===== src/rtl/jtgc_pkg.sv =====
// Shared definitions for the JSON token grammar checker: sizes, token kinds,
// return-stack codes, result status codes and the structs between the stack and the FSM.
// No dependencies.
`default_nettype none

package jtgc_pkg;

    // Stack sizing: the depth limit and the widths derived from it.
    localparam int MAX_DEPTH = 512;
    localparam int ADDR_W    = $clog2(MAX_DEPTH);
    localparam int COUNT_W   = $clog2(MAX_DEPTH + 1);

    // Field widths of the token and result transfers.
    localparam int KIND_W    = 4;
    localparam int LINE_W    = 16;
    localparam int STATUS_W  = 2;
    localparam int DEPTH_W   = 9;
    localparam int DEPTH_MAX = (2 ** DEPTH_W) - 1;

    // Token kinds as delivered by the tokeniser.
    typedef enum logic [KIND_W-1:0] {
        TK_LBRACK  = 4'd0,
        TK_RBRACK  = 4'd1,
        TK_LBRACE  = 4'd2,
        TK_RBRACE  = 4'd3,
        TK_COLON   = 4'd4,
        TK_COMMA   = 4'd5,
        TK_STRING  = 4'd6,
        TK_NUMBER  = 4'd7,
        TK_TRUE    = 4'd8,
        TK_FALSE   = 4'd9,
        TK_NULL    = 4'd10,
        TK_EOF     = 4'd11,
        TK_INVALID = 4'd12
    } token_kind_t;

    // Return codes held on the stack.
    typedef logic [1:0] ret_code_t;
    localparam ret_code_t RET_DONE = 2'd0;
    localparam ret_code_t RET_OBJ  = 2'd1;
    localparam ret_code_t RET_ARR  = 2'd2;

    // Result status codes.
    typedef logic [STATUS_W-1:0] status_t;
    localparam status_t STATUS_ACCEPTED = 2'd0;
    localparam status_t STATUS_COMPLETE = 2'd1;
    localparam status_t STATUS_ERROR    = 2'd2;
    localparam status_t STATUS_AFTER    = 2'd3;

    // Stack operation requested by the grammar FSM for the current token.
    typedef struct packed {
        logic      push;
        logic      pop;
        ret_code_t code;
    } stack_cmd_t;

    // Stack view presented to the grammar FSM.
    typedef struct packed {
        ret_code_t          top;
        logic [COUNT_W-1:0] count;
    } stack_stat_t;

endpackage

`default_nettype wire


===== src/rtl/jtgc_fsm.sv =====
// Grammar state machine of the checker: decides each token against the current state and
// top of stack, issues the stack operation and registers the result. Depends on jtgc_pkg.
`default_nettype none

module jtgc_fsm
    import jtgc_pkg::*;
(
    input  wire logic                clk,
    input  wire logic                rst_n,
    input  wire logic                tok_valid,
    output logic                     tok_ready,
    input  wire logic [KIND_W-1:0]   tok_kind,
    input  wire logic [LINE_W-1:0]   tok_line,
    input  wire logic                require_eof,
    input  wire stack_stat_t         stat,
    output stack_cmd_t               cmd,
    output logic                     out_valid,
    input  wire logic                out_ready,
    output status_t                  out_status,
    output logic [DEPTH_W-1:0]       out_depth,
    output logic [LINE_W-1:0]        out_error_line
);

    typedef enum logic [3:0] {
        ST_VALUE              = 4'd0,
        ST_KEY_OR_CLOSE       = 4'd1,
        ST_COLON              = 4'd2,
        ST_OBJ_VALUE          = 4'd3,
        ST_OBJ_CLOSE_OR_COMMA = 4'd4,
        ST_ARR_VALUE_OR_CLOSE = 4'd5,
        ST_ARR_CLOSE_OR_COMMA = 4'd6,
        ST_REJECTED           = 4'd7,
        ST_DONE               = 4'd8,
        ST_FINISHED           = 4'd9
    } gstate_t;

    gstate_t             state_reg;
    gstate_t             state_next;
    logic [LINE_W-1:0]   err_line_reg;
    logic [LINE_W-1:0]   err_line_next;
    logic                out_valid_reg;
    status_t             out_status_reg;
    logic [DEPTH_W-1:0]  out_depth_reg;
    logic [LINE_W-1:0]   out_error_line_reg;
    logic                fire;
    token_kind_t         kind;
    logic                is_scalar;
    logic                is_open;
    logic [COUNT_W:0]    count_plus;
    logic [COUNT_W-1:0]  count_next;
    status_t             status_next;

    // State reached when a container or the top-level value is closed.
    function automatic gstate_t ret_state(input ret_code_t code);
        gstate_t s;
        unique case (code)
            RET_OBJ: s = ST_OBJ_CLOSE_OR_COMMA;
            RET_ARR: s = ST_ARR_CLOSE_OR_COMMA;
            default: s = ST_DONE;
        endcase
        return s;
    endfunction

    // A new token is taken whenever the result register is free or being emptied.
    assign tok_ready  = !out_valid_reg || out_ready;
    assign fire       = tok_valid && tok_ready;
    assign kind       = token_kind_t'(tok_kind);
    assign is_scalar  = (tok_kind >= KIND_W'(TK_STRING)) && (tok_kind <= KIND_W'(TK_NULL));
    assign is_open    = (kind == TK_LBRACK) || (kind == TK_LBRACE);
    assign count_plus = {1'b0, stat.count} + (COUNT_W + 1)'(1);

    // Grammar decision for the offered token.
    always_comb
    begin
        state_next    = state_reg;
        err_line_next = err_line_reg;
        cmd.push      = 1'b0;
        cmd.pop       = 1'b0;
        cmd.code      = RET_DONE;
        if (fire)
        begin
            unique case (state_reg)
                ST_VALUE:
                begin
                    if (kind == TK_LBRACK)
                        state_next = ST_ARR_VALUE_OR_CLOSE;
                    else if (kind == TK_LBRACE)
                        state_next = ST_KEY_OR_CLOSE;
                    else if (is_scalar)
                    begin
                        cmd.pop    = 1'b1;
                        state_next = ret_state(stat.top);
                    end
                    else
                        state_next = ST_REJECTED;
                end
                ST_KEY_OR_CLOSE:
                begin
                    if (kind == TK_RBRACE)
                    begin
                        cmd.pop    = 1'b1;
                        state_next = ret_state(stat.top);
                    end
                    else if (kind == TK_STRING)
                        state_next = ST_COLON;
                    else
                        state_next = ST_REJECTED;
                end
                ST_COLON:
                begin
                    if (kind == TK_COLON)
                        state_next = ST_OBJ_VALUE;
                    else
                        state_next = ST_REJECTED;
                end
                ST_OBJ_VALUE:
                begin
                    if (is_scalar)
                        state_next = ST_OBJ_CLOSE_OR_COMMA;
                    else if (is_open)
                    begin
                        cmd.push   = 1'b1;
                        cmd.code   = RET_OBJ;
                        state_next = (kind == TK_LBRACK) ? ST_ARR_VALUE_OR_CLOSE
                                                         : ST_KEY_OR_CLOSE;
                    end
                    else
                        state_next = ST_REJECTED;
                end
                ST_OBJ_CLOSE_OR_COMMA:
                begin
                    if (kind == TK_COMMA)
                        state_next = ST_KEY_OR_CLOSE;
                    else if (kind == TK_RBRACE)
                    begin
                        cmd.pop    = 1'b1;
                        state_next = ret_state(stat.top);
                    end
                    else
                        state_next = ST_REJECTED;
                end
                ST_ARR_VALUE_OR_CLOSE:
                begin
                    if (kind == TK_RBRACK)
                    begin
                        cmd.pop    = 1'b1;
                        state_next = ret_state(stat.top);
                    end
                    else if (is_scalar)
                        state_next = ST_ARR_CLOSE_OR_COMMA;
                    else if (is_open)
                    begin
                        cmd.push   = 1'b1;
                        cmd.code   = RET_ARR;
                        state_next = (kind == TK_LBRACK) ? ST_ARR_VALUE_OR_CLOSE
                                                         : ST_KEY_OR_CLOSE;
                    end
                    else
                        state_next = ST_REJECTED;
                end
                ST_ARR_CLOSE_OR_COMMA:
                begin
                    if (kind == TK_RBRACK)
                    begin
                        cmd.pop    = 1'b1;
                        state_next = ret_state(stat.top);
                    end
                    else if (kind == TK_COMMA)
                        state_next = ST_ARR_VALUE_OR_CLOSE;
                    else
                        state_next = ST_REJECTED;
                end
                ST_DONE:
                begin
                    if (require_eof && (kind != TK_EOF))
                        state_next = ST_REJECTED;
                    else
                        state_next = ST_FINISHED;
                end
                ST_FINISHED: state_next = ST_FINISHED;
                ST_REJECTED: state_next = ST_REJECTED;
                default:     state_next = ST_REJECTED;
            endcase

            // A push that brings the stack to the depth limit is an error as well.
            if (cmd.push && (count_plus >= (COUNT_W + 1)'(MAX_DEPTH)))
                state_next = ST_REJECTED;

            // Record the line of the token that first drives the machine into error.
            if ((state_next == ST_REJECTED) && (state_reg != ST_REJECTED))
                err_line_next = tok_line;
        end
    end

    // Stack count after this token and the status it reports.
    always_comb
    begin
        count_next = stat.count;
        if (cmd.push)
            count_next = count_plus[COUNT_W-1:0];
        else if (cmd.pop)
            count_next = stat.count - COUNT_W'(1);

        unique case (state_next)
            ST_REJECTED: status_next = STATUS_ERROR;
            ST_DONE:     status_next = STATUS_COMPLETE;
            ST_FINISHED: status_next = STATUS_AFTER;
            default:     status_next = STATUS_ACCEPTED;
        endcase
    end

    // State, error line and the result register.
    always_ff @(posedge clk or negedge rst_n)
    begin
        if (!rst_n)
        begin
            state_reg          <= ST_VALUE;
            err_line_reg       <= '0;
            out_valid_reg      <= 1'b0;
            out_status_reg     <= STATUS_ACCEPTED;
            out_depth_reg      <= '0;
            out_error_line_reg <= '0;
        end
        else
        begin
            state_reg    <= state_next;
            err_line_reg <= err_line_next;
            if (fire)
            begin
                out_valid_reg  <= 1'b1;
                out_status_reg <= status_next;
                if (count_next > COUNT_W'(DEPTH_MAX))
                    out_depth_reg <= DEPTH_W'(DEPTH_MAX);
                else
                    out_depth_reg <= count_next[DEPTH_W-1:0];
                out_error_line_reg <= (status_next == STATUS_ERROR) ? err_line_next : '0;
            end
            else if (out_ready)
            begin
                out_valid_reg <= 1'b0;
            end
        end
    end

    assign out_valid      = out_valid_reg;
    assign out_status     = out_status_reg;
    assign out_depth      = out_depth_reg;
    assign out_error_line = out_error_line_reg;

endmodule

`default_nettype wire


===== config.mk =====
export PLATFORM = sky130hd
export DESIGN_NAME = jtgc_fsm
export DESIGN_NICKNAME = d
export VERILOG_FILES = /design/src/rtl/jtgc_pkg.sv /design/src/rtl/jtgc_fsm.sv
export SDC_FILE = /design/constraint.sdc
export NUM_CORES = 1
export LEC_CHECK = 0
export BUFFER_PORTS_ARGS = -buffer_cell sky130_fd_sc_hd__buf_2
export CORE_MARGIN = 2
export CORE_UTILIZATION = 55
export DETAILED_ROUTE_END_ITERATION = 10
export GPL_ROUTABILITY_DRIVEN = 1
export GPL_TIMING_DRIVEN = 0
export MAX_ROUTING_LAYER = met4
export PLACE_DENSITY_LB_ADDON = 0.05
export SYNTH_ARGS = -nofsm -noshare
export SYNTH_HDL_FRONTEND = slang
export SYNTH_SLANG_ARGS = --single-unit
export TNS_END_PERCENT = 1

===== constraint.sdc =====
create_clock -name clk -period 3.4 [get_ports clk]
set_clock_uncertainty 0.2 [all_clocks]
set_input_delay 0.51 -clock clk [delete_from_list [all_inputs] [get_ports clk]]
set_output_delay 0.51 -clock clk [all_outputs]
set_load 0.005 [all_outputs]

# Yosys cells after proc, flatten, opt, wreduce, memory -nomap -nowiden
# Index checks and enable logic that the tools add are counted.
# word_totals
reg_bits	48
out_inout_bits	33
# classes
add_sub_neg	2
magnitude_cmp	4
n_eq_ne	23
n_mux	49
reduce_logical	12
# op_table
operator	count
two-way mux 4 bit	15
two-way mux 16 bit	3
case mux 4 bit (9 select lines)	1
equality test 4 x 3 -> 1 bit (second input constant)	8
two-way mux 10 bit	2
equality test 4 x 2 -> 1 bit (second input constant)	4
equality test 4 bit (second input constant)	4
two-way mux 1 bit	14
two-way mux 3 bit	4
adder 10 x 1 -> 11 bit (second input constant)	1
>= comparator 11 x 10 -> 1 bit (second input constant)	1
> comparator 10 x 9 -> 1 bit (second input constant)	1
subtractor 10 x 1 -> 10 bit (second input constant)	1
two-way mux 9 bit	1
equality test 4 x 1 -> 1 bit (second input constant)	2
logical NOT 4 bit	2
two-way mux 2 bit	4
case mux 4 bit (2 select lines)	1
case mux 2 bit (3 select lines)	1
logical AND 1 bit	5
equality test 2 bit (second input constant)	2
>= comparator 4 x 3 -> 1 bit (second input constant)	1
less-or-equal comparator 4 bit (second input constant)	1
inequality test 4 x 3 -> 1 bit (second input constant)	1
other kinds (9)	10

# Longest topological paths before layout
# logic_depth
word_depth	15
depth_mapped	11

# Least setup slack after synthesis
# No wires, ideal clock.
# synth_timing
kind	in2reg
start	input port stat[2] (netlist bit)
end	register out_depth_reg[3] (netlist: out_depth[3])
setup_ps	121
arrival_time_ps	2302
slack_ps	777
path_stages	8
path_buffers	1
cell_sequence	buf_2 -> or4_1 -> o31a_1 -> o32ai_1 -> o211ai_1 -> nor3b_2 -> nand2_1 -> o22a_1
# synth_between
elab_chain_len	5
# synth_rtl
element	line_no	text
start, declared	jtgc_fsm.sv:15	input wire stack_stat_t stat,
subtractor 10 x 1 -> 10 bit	jtgc_fsm.sv:202	count_next = stat.count - COUNT_W'(1);
two-way mux 10 bit	jtgc_fsm.sv:201	else if (cmd.pop)
two-way mux 10 bit *	jtgc_fsm.sv:199	if (cmd.push)
> comparator 10 x 9 -> 1 bit	jtgc_fsm.sv:232	if (count_next > COUNT_W'(DEPTH_MAX))
two-way mux 9 bit *	jtgc_fsm.sv:232	
end signal, assigned	jtgc_fsm.sv:233	out_depth_reg <= DEPTH_W'(DEPTH_MAX);
end signal, assigned	jtgc_fsm.sv:235	out_depth_reg <= count_next[DEPTH_W-1:0];
end, declared	jtgc_fsm.sv:43	logic [DEPTH_W-1:0] out_depth_reg;
# Every way passes the cells marked *; elsewhere a longest branch is shown, timed or not.
# A chain may end at the register's enable or synchronous reset.

==> metrics <==
post-synthesis cell area=3340 µm²; Die Wd=81.9 µm; critical path startpoint category=flip-flop; clk root buf=clkbuf_8; clk slew on worst S/H paths=0.09 ns; Inst Count DP=512; H-tree levels=2; Max-Cap Viols=0; Finished Layout Cells=520; hold_buf cts=0; Post-CTS Setup Bufs=0; Crit. End Element=output port; top_reg_cell synth=dfrtp_1; Slew @ Worst Pin=1.06 ns; final-report max-slew violation count=0; syn_nets=410; power per cell area=766 nW/µm²; post-synthesis sequential area ratio=36.0%; clock insertion delay at the later pin of the skew report=0.29 ns; hpwl dp=6.34 mm; Diodes inserted=0; Sw Share=45.2%; Gate power share=56.2%; slew margin rel.=29.2%; final period utilization=87.4%; Synth cell types=69; die area=6710 µm²; most frequent cell after synthesis=dfrtp_1; Area growth syn-to-layout=16.2%; CTS tree=done; status=complete, no violations; DR vias=3225; gr ovfl total=0; core area=5890 µm²; wire length per cell=16.7 µm; EDFF count, synth=0; layout cells sized above 1=26.7%; Row Count=28; chip height=81.9 µm; post-route cell area=3880 µm²; I/O Buffers=67; Hold Vio Cnt, Final=0; Final min period=2.97 ns; fmax=337 MHz; Final ANT Viol Nets=0; area fraction of the dominant cell type after synthesis=36.0%; cts bufs inserted=5; Layout Nets=484; Setup WS pre-CTS=0.303 ns; TritonRoute pass-1 iters=5; Routability Congestion=0.903; DP Area=3770 µm²; DRC violations left=0; drt initial violations=231; Synth Register Bits=48; largest net degree at the start of global routing=49; Post-CTS Resized=0; power share of the clock group=13.8%; largest cells by area after synthesis=dfrtp_1 36%, nand4_1 6.6%, o211ai_2 4.1%; Max Buffers Root-to-Sink=2; initial antenna violation count=0; first-pass GRT wire length=14.5 mm; syn avg cell area=9.03 µm²; RSZ-0062 raised after global routing=no; Worst Path Arrival=2.26 ns; Starting Density=56.7%; Final WS setup=0.430 ns; Flop pwr share=30.1%; Post-Route WL=8.70 mm; cell-internal power=1.63 mW; final core utilization=65.9%; synth warn=0; vias in the first global route=3084; overall routing resource usage=28.4%; asr flop ratio synth=100%; Setup Viol. Count Final=0; io pins=70; setup TNS=0 ns; routed vias/inst=6.20; P_sw=1.34 mW; worst min path class=in2async; TritonCTS Sinks=48; Synth top cells by count=48 x dfrtp_1, 35 x nand4_1, 30 x nand2_1; maximum fanout along the worst path=10; post-synth top area cell=dfrtp_1; Synth Instances=370; maximum vdd drop=0.503 mV; Pleak=1.64 nW; WS Path Type=reg2out; Critical Path RT=2.69 ns
-- kinds of logic after synthesis --
group,after synthesis,synth area share [%]
mux,1,0.300
flops,48,36.0
xor+xnor,10,2.62
simple gates,150,25.6
buf+inv,53,7.98
fa+ha+maj,4,1.42
compound gates,104,26.1
-- worst max-delay path: stages (launching register included) --
cell	delay, ns
dfrtp_1	0.49
buf_6	0.18
buf_6	0.14
a21oi_1	0.07
a211o_1	0.26
a211o_1	0.36
a21oi_4	0.29
buf_2	0.17
-- power groups by stage --
stage | logic (mW) | clock network, mW | registers (mW)
6_report | 1.67 | 0.409 | 0.893
3_3_place_gp | 1.63 | 0 | 0.890
2_1_floorplan | 1.22 | 0 | 0.883
3_5_place_dp | 1.65 | 0 | 0.904
4_1_cts | 1.67 | 0.415 | 0.893
5_1_grt | 1.84 | 0.441 | 0.920
-- routing by layer --
metal  GRT usage, %  wire length, µm
met1           38.0             3920
met2           46.9             4360
met3           3.74              364
met4           4.67               53
met5              -                0
-- placed cells by master, fill, tap and decap left out, types with 3 or more instances in the layout --
master / count
a211oi_1: 3
a21o_1: 3
a21oi_1: 12
a31oi_1: 7
and2_1: 4
and3_1: 3
buf_2: 78
buf_6: 7
clkbuf_1: 10
clkbuf_8: 5
dfrtp_1: 48
ha_1: 3
inv_1: 24
nand2_1: 30
nand2b_1: 8
nand3_1: 6
nand3b_1: 5
nand4_1: 35
nor2_1: 21
nor2b_1: 4
nor3_1: 7
nor4_1: 3
o211ai_1: 8
o211ai_2: 11
o21ai_0: 14
o21ai_1: 10
o22a_1: 6
or3_1: 6
or4_1: 4
xnor2_1: 8
-- cell type report --
type / count / area [µm²]
tap: 75 / 93.8
sequential: 48 / 1200
clock buffer: 5 / 68.8
fill: 507 / 2010
timing repair buffer: 67 / 335
clock inverter: 3 / 42.5
inverter: 24 / 90.1
buffer: 29 / 176
multi-input combinational: 269 / 1870
-- stage by stage --
| stage | power, mW | hold slack (ns) |
|---|---|---|
| after floorplan | 2.10 | 0.0144 |
| after global placement | 2.52 | 0.279 |
| after detailed placement | 2.56 | 0.291 |
| after CTS | 2.98 | 0.240 |
| after global routing | 3.20 | 0.298 |
| final | 2.97 | 0.203 |
-- final timing paths --
check	end	cells after the start	slack, ns	from
hold reg to reg	out_error_line[10]$_DFFE_PN0P_	2	0.30	out_error_line[10]$_DFFE_PN0P_
max in group asynchronous	out_error_line[9]$_DFFE_PN0P_	1	2.14	rst_n
min in group clk	out_valid$_DFFE_PN0P_	2	0.29	tok_valid
setup / recovery	cmd[2]	7	0.43	state_reg[2]$_DFF_PN0_
setup reg to reg	out_depth[8]$_DFFE_PN0P_	9	0.53	state_reg[0]$_DFF_PN0_
hold / removal	out_error_line[0]$_DFFE_PN0P_	1	0.20	rst_n
Power figures use the tool's default switching activity.
